===== src/design/pba_pkg.sv =====
`default_nettype none

package pba_pkg;

  // Command codes
  localparam logic [1:0] CMD_BIND      = 2'd0;
  localparam logic [1:0] CMD_BIND_FREE = 2'd1;
  localparam logic [1:0] CMD_SHARE     = 2'd2;
  localparam logic [1:0] CMD_RELEASE   = 2'd3;

  // Status codes
  localparam logic [2:0] STATUS_OK        = 3'd0;
  localparam logic [2:0] STATUS_IN_USE    = 3'd1;
  localparam logic [2:0] STATUS_NO_FREE   = 3'd2;
  localparam logic [2:0] STATUS_NOT_BOUND = 3'd3;
  localparam logic [2:0] STATUS_LIMIT     = 3'd4;

  // Sharer count saturation point
  localparam logic [7:0] MAX_SHARERS = 8'd255;

  // Configuration register indexes and reset values
  localparam logic        CFG_RANGE_START = 1'b0;
  localparam logic        CFG_RANGE_END   = 1'b1;
  localparam logic [15:0] RANGE_START_RST = 16'd1025;
  localparam logic [15:0] RANGE_END_RST   = 16'd65535;

  typedef struct packed {
    logic [1:0]  cmd;
    logic [15:0] port;
    logic [15:0] held_port;
    logic [15:0] last_used;
  } in_item_t;

  typedef struct packed {
    logic [2:0]  status;
    logic [15:0] bound_port;
  } out_item_t;

  // Search window: first port and last port (inclusive), 17 bit
  typedef struct packed {
    logic [16:0] lo;
    logic [16:0] last;
  } scan_win_t;

  // Outcome of checking one 32-port occupancy word
  typedef struct packed {
    logic       hit;
    logic [4:0] idx;
  } scan_res_t;

endpackage

`default_nettype wire


===== src/design/pba_word_scan.sv =====
`default_nettype none

// Finds the lowest free port of one 32-port occupancy word that lies inside
// the search window. Port zero is never free.
module pba_word_scan #(
  parameter int AW = 11
) (
  input  var logic [31:0]          word_i,
  input  var logic [AW-1:0]        word_idx_i,
  input  var pba_pkg::scan_win_t   win_i,
  output pba_pkg::scan_res_t       res_o
);

  logic [31:0] lo_mask;
  logic [31:0] hi_mask;
  logic [31:0] free_bits;

  // Window edges inside this word
  always_comb begin
    if (12'(word_idx_i) == win_i.lo[16:5]) begin
      lo_mask = 32'hFFFF_FFFF << win_i.lo[4:0];
    end else begin
      lo_mask = 32'hFFFF_FFFF;
    end
    if (12'(word_idx_i) == win_i.last[16:5]) begin
      hi_mask = 32'hFFFF_FFFF >> (5'd31 - win_i.last[4:0]);
    end else begin
      hi_mask = 32'hFFFF_FFFF;
    end
    free_bits = ~word_i & lo_mask & hi_mask;
    if (word_idx_i == '0) begin
      free_bits[0] = 1'b0;
    end
  end

  // Lowest set bit wins
  always_comb begin
    res_o.hit = 1'b0;
    res_o.idx = 5'd0;
    for (int i = 31; i >= 0; i--) begin
      if (free_bits[i]) begin
        res_o.hit = 1'b1;
        res_o.idx = 5'(i);
      end
    end
  end

endmodule

`default_nettype wire


===== config.mk =====
export PLATFORM = sky130hd
export DESIGN_NAME = pba_word_scan
export DESIGN_NICKNAME = d
export VERILOG_FILES = /design/src/design/pba_pkg.sv /design/src/design/pba_word_scan.sv
export SDC_FILE = /design/constraint.sdc
export NUM_CORES = 1
export LEC_CHECK = 0
export BUFFER_PORTS_ARGS = -buffer_cell sky130_fd_sc_hd__clkbuf_2
export CORE_MARGIN = 5
export CORE_UTILIZATION = 23
export DETAILED_ROUTE_END_ITERATION = 8
export PLACE_DENSITY_LB_ADDON = 0.12
export SYNTH_ARGS = -nofsm -noshare
export SYNTH_HDL_FRONTEND = slang
export SYNTH_SLANG_ARGS = --single-unit
export TNS_END_PERCENT = 10

===== constraint.sdc =====
create_clock -name vclk -period 4.4
set_clock_uncertainty 0.2 [all_clocks]
set_input_delay 0.22 -clock vclk [all_inputs]
set_output_delay 0.22 -clock vclk [all_outputs]
set_load 0.02 [all_outputs]

==> results.md, run 1 <==
- Post-CTS setup buffer count: 0
- Max IR drop VDD: 0.0347 mV
- Drt wl/cell: 17.7 µm
- WP data arrival: 3.32 ns
- WP data required: 3.98 ns
- Hpwl dp: 6.47 mm
- Period utilization: 85.0%
- CP max stage delay: 0.69 ns
- DRC Markers: 0
- Tot Pwr: 175 µW
- DRT Wirelength: 7.68 mm
- Syn Std Cell Area: 1710 µm²
- Most common cell on crit path: clkbuf_2
- CP Max Fanout: 18
- Grt total ovfl: 0
- GRT Total Usage: 16.9%
- HP Class: primary input to output pin
- Setup TNS: 0 ns
- Slowest stage cell, crit path: and3_1
- Top area cells in the synthesized netlist: a221o_1, nand2_1, o21ai_0, xnor2_1, xor2_1
- Critical-path cell list: clkbuf_2 > xor2_1 > nor4_2 > and3_1 > a31oi_1 > o21a_1 > a2111o_1 > a211oi_2 > o41ai_1 > clkbuf_2
- Core area: 7250 µm²
- Most frequent cell after synthesis: nand2_1
- Die Area: 9260 µm²
- Max Transition Viols Final: 0
- Period minus WS final: 3.74 ns
- Ys Warns: 0
- Sequential cell count: 0
- Final antenna-violating net count: 0
- I/O Buffers: 83
- Tightest Pin Transition: 0.729 ns
- Status: finished, final reports clean
- Final Hold Vio Count: 0
- Post-Syn Nets: 343
- Hold-fix buffers, CTS: 0
- Largest net degree at the start of global routing: 19
- GPL Wtd Cong: 0.848
- Cell taking the most area after synthesis: a221o_1
- Slew HR: 51.0%
- Post-cts resize count: 0
- Yosys top cell area share: 8.19%
- Cell family with most CP delay: simple AND/OR/NAND/NOR gates
- # clk buffers: 0
- Final setup viols: 0
- Initial antenna violation count: 0
- Synth Instances: 266
- First-pass GRT wire length: 12.2 mm
- Drt initial violations: 227
- Die width: 96.2 µm
- Vias per inst: 5.52
- Critical Path End Type: output pin
- Row cnt: 31
- Crit path buf inv count: 2
- Die Ht: 96.2 µm
- PwrDens: 79.9 nW/µm²
- Setup CP Type: primary input to output pin
- Fmax: 267 MHz
- Synth top cells by count: nand2_1, o21ai_0, a221o_1, nor2_1
- Non-filler cells, final: 434
- Maxcap violations: 0
- Vias in the first global route: 2,410
- Initial Utilization: 23.6%
- Unique masters post-synth: 51
- Unrepaired setup endpoints after global routing: no
- Io pins: 83
- Sequential-to-total area share from yosys stat: 0%
- Nets: 414
- P&R area growth vs syn: 27.9%
- Share of cells above drive strength 1: 29.0%
- Post-Place Cells: 434
- FF/Latch Area: 0 µm²
- Pleak: 0.000910 µW
- Syn Area/Cell: 6.43 µm²
- Drt first pass iters: 6
- Routed vias: 2,397
- # diodes: 0
- Crit path launch type: primary input
power by group:
part	switching (µW)	total [µW]	internal (µW)
clock network	0	0	0
logic	103	175	71.2
registers	0	0	0
final timing paths:
check / endpoint / from / slack (ns) / depth (start not counted)
setup / recovery: res_o[1] / word_idx_i[6] / 0.66 / 10
hold / removal: res_o[2] / word_i[3] / 0.80 / 5
kinds of logic (layout without fill, tap and decap cells):
kind of cell           count (synthesis)  in the layout  share of synthesized area (%)
AO/OA/AOI/OAI                        100            100                           43.8
XOR/XNOR                              22             22                           11.3
buffers and inverters                 25             94                           6.51
AND/OR/NAND/NOR                      119            119                           38.4
stage by stage:
stage	area, µm²	worst slack [ns]	utilization, %	hold slack (ns)
floorplan	1710	1.48	-	0.622
global placement	2190	0.764	30.2	0.813
detailed placement	2190	0.749	30.2	0.817
CTS	2190	0.730	30.2	0.818
global route	2190	0.437	30.2	0.885
finish	2190	0.659	30.2	0.802
worst min-delay path, cell delays in order:
cell and delay, ns:
clkbuf_2 0.09, o21ai_1 0.10, inv_1 0.06, o311a_1 0.15
clkbuf_2 0.16
layout make-up:
cell class,count,area [µm²]
fillers,859,5070
repair buffers,85,430
inverters,9,33.8
well taps,99,124
multi-input cells,241,1600
cell usage in the layout, fill, tap and decap left out, types with 10 or more instances in the layout:
cell      count
clkbuf_2     83
xnor2_1      11
nand4_1      10
nor3_1       11
a221o_1      14
xor2_1       11
nor2_1       14
a21oi_1      12
o21ai_0      21
nand2_1      36
layer usage:
layer / vias to the layer above / GRT usage, % / wire (µm)
li1: 1185 / - / -
met1: 1102 / 24.4 / 3500
met2: 106 / 28.0 / 3580
met3: 4 / 1.25 / 554
met4: 0 / 1.66 / 46
met5: - / 0 / 0
Power figures use the tool's default switching activity.
==> inputs of run 2 (changes only) <==
Settings changed: PLACE_DENSITY from default to 0.47, PLACE_DENSITY_LB_ADDON 0.12 to default.
==> results.md, run 2 (synthesis gave the netlist of run 1 again) <==
- CP Max Fanout: 18 (unchanged)
- Post-Place Cells: 434 (unchanged)
- Critical Path End Type: output pin (unchanged)
- WP data required: 3.98 ns (about the same)
- Die Ht: 96.2 µm (unchanged)
- Row cnt: 31 (unchanged)
- P&R area growth vs syn: 27.9% (unchanged)
- Max IR drop VDD: 0.0350 mV (was 0.0347 mV)
- Setup CP Type: primary input to output pin (unchanged)
- Final antenna-violating net count: 0 (unchanged)
- Nets: 414 (unchanged)
- Drt wl/cell: 17.3 µm (was 17.7 µm)
- Hpwl dp: 6.41 mm (was 6.47 mm)
- FF/Latch Area: 0 µm² (unchanged)
- Initial Utilization: 23.6% (unchanged)
- Footprint of the multi-input gates: 1600 µm² (unchanged)
- # diodes: 0 (unchanged)
- Io pins: 83 (unchanged)
- Initial antenna violation count: 0 (unchanged)
- Core area: 7250 µm² (unchanged)
- Most frequent cells in the layout: clkbuf_2, nand2_1, o21ai_0 (unchanged)
- Hold-fix buffers, CTS: 0 (unchanged)
- DRT Wirelength: 7.50 mm (was 7.68 mm)
- Grt total ovfl: 0 (unchanged)
- Vias in the first global route: 2,298 (was 2,410)
- Post-cts resize count: 0 (unchanged)
- Period utilization: 82.9% (was 85.0%)
- Commonest non-fill, non-tap cell in the layout: clkbuf_2 (unchanged)
- Drt initial violations: 204 (was 227)
- WP data arrival: 3.23 ns (was 3.32 ns)
- Share of cells above drive strength 1: 29.0% (unchanged)
- Vias per inst: 5.49 (was 5.52)
- Non-filler cells, final: 434 (unchanged)
- Period minus WS final: 3.65 ns (was 3.74 ns)
- Hold_ws: 0.815 ns (was 0.802 ns)
- Largest net degree at the start of global routing: 19 (unchanged)
- I/O Buffers: 83 (unchanged)
- Unrepaired setup endpoints after global routing: no (unchanged)
- GPL Wtd Cong: 0.908 (was 0.848)
- GRT Total Usage: 16.2% (was 16.9%)
- Final setup viols: 0 (unchanged)
- # fillers: 847 (was 859)
- Maxcap violations: 0 (unchanged)
- HP Class: primary input to output pin (unchanged)
- Fmax: 274 MHz (was 267 MHz)
- Final Hold Vio Count: 0 (unchanged)
- Fin area: 2190 µm² (unchanged)
- Post-CTS setup buffer count: 0 (unchanged)
- # clk buffers: 0 (unchanged)
- Pleak: 0.000910 µW (unchanged)
- Max Transition Viols Final: 0 (unchanged)
- Die Area: 9260 µm² (unchanged)
- Layout Utilization: 30.2% (unchanged)
- Slew HR: 52.3% (was 51.0%)
- Sequential cell count: 0 (unchanged)
- Crit path launch type: primary input (unchanged)
- DRC Markers: 0 (unchanged)
- First-pass GRT wire length: 11.9 mm (was 12.2 mm)
- Setup TNS: 0 ns (unchanged)
- PwrDens: 79.1 nW/µm² (was 79.9 nW/µm²)
- Status: finished, final reports clean (unchanged)
- Tightest Pin Transition: 0.709 ns (was 0.729 ns)
- Drt first pass iters: 4 (was 6)
- Die width: 96.2 µm (unchanged)
- Routed vias: 2,381 (was 2,397)
- Area after DPL: 2190 µm² (unchanged)
-- run 2: final timing paths --
check / startpoint / to / cells past startpoint
worst min-delay path: word_i[3] / res_o[2] / 5
worst max-delay path: word_idx_i[6] / res_o[1] / 10
-- run 2: critical path, stage by stage --
cell and delay (ns):
clkbuf_2 0.11, xor2_1 0.17, nor4_2 0.66, and3_1 0.67
a31oi_1 0.25, o21a_1 0.26, a2111o_1 0.40, a211oi_2 0.22
o41ai_1 0.09, clkbuf_2 0.17
-- run 2: stage by stage --
step,power (µW),setup slack (ns)
floorplan,101,1.48
global placement,173,0.858
detailed placement,172,0.786
CTS,173,0.759
global route,192,0.527
finish,173,0.751
-- run 2: metal layers --
metal | share of wire (%) | vias to the layer above | routed length [µm] | track usage, %
li1 | - | 1182 | - | -
met1 | 43 | 1086 | 3260 | 22.2
met2 | 47 | 103 | 3550 | 27.9
met3 | 7.9 | 10 | 594 | 1.80
met4 | 1.3 | 0 | 98 | 1.78
met5 | 0 | - | 0 | 0
-- run 2: layout make-up --
class                           instances  share of cell area, %
Tap cell                               99                   5.66
Inverter                                9                   1.54
Multi-Input combinational cell        241                   73.1
Timing Repair Buffer                   85                   19.7
-- run 2: power breakdown --
group          internal [µW]  switching (µW)  leakage (µW)  total, µW
Clock                      0               0             0          0
Sequential                 0               0             0          0
Combinational           71.2             102      0.000910        173
Total                   71.2             102      0.000910        173
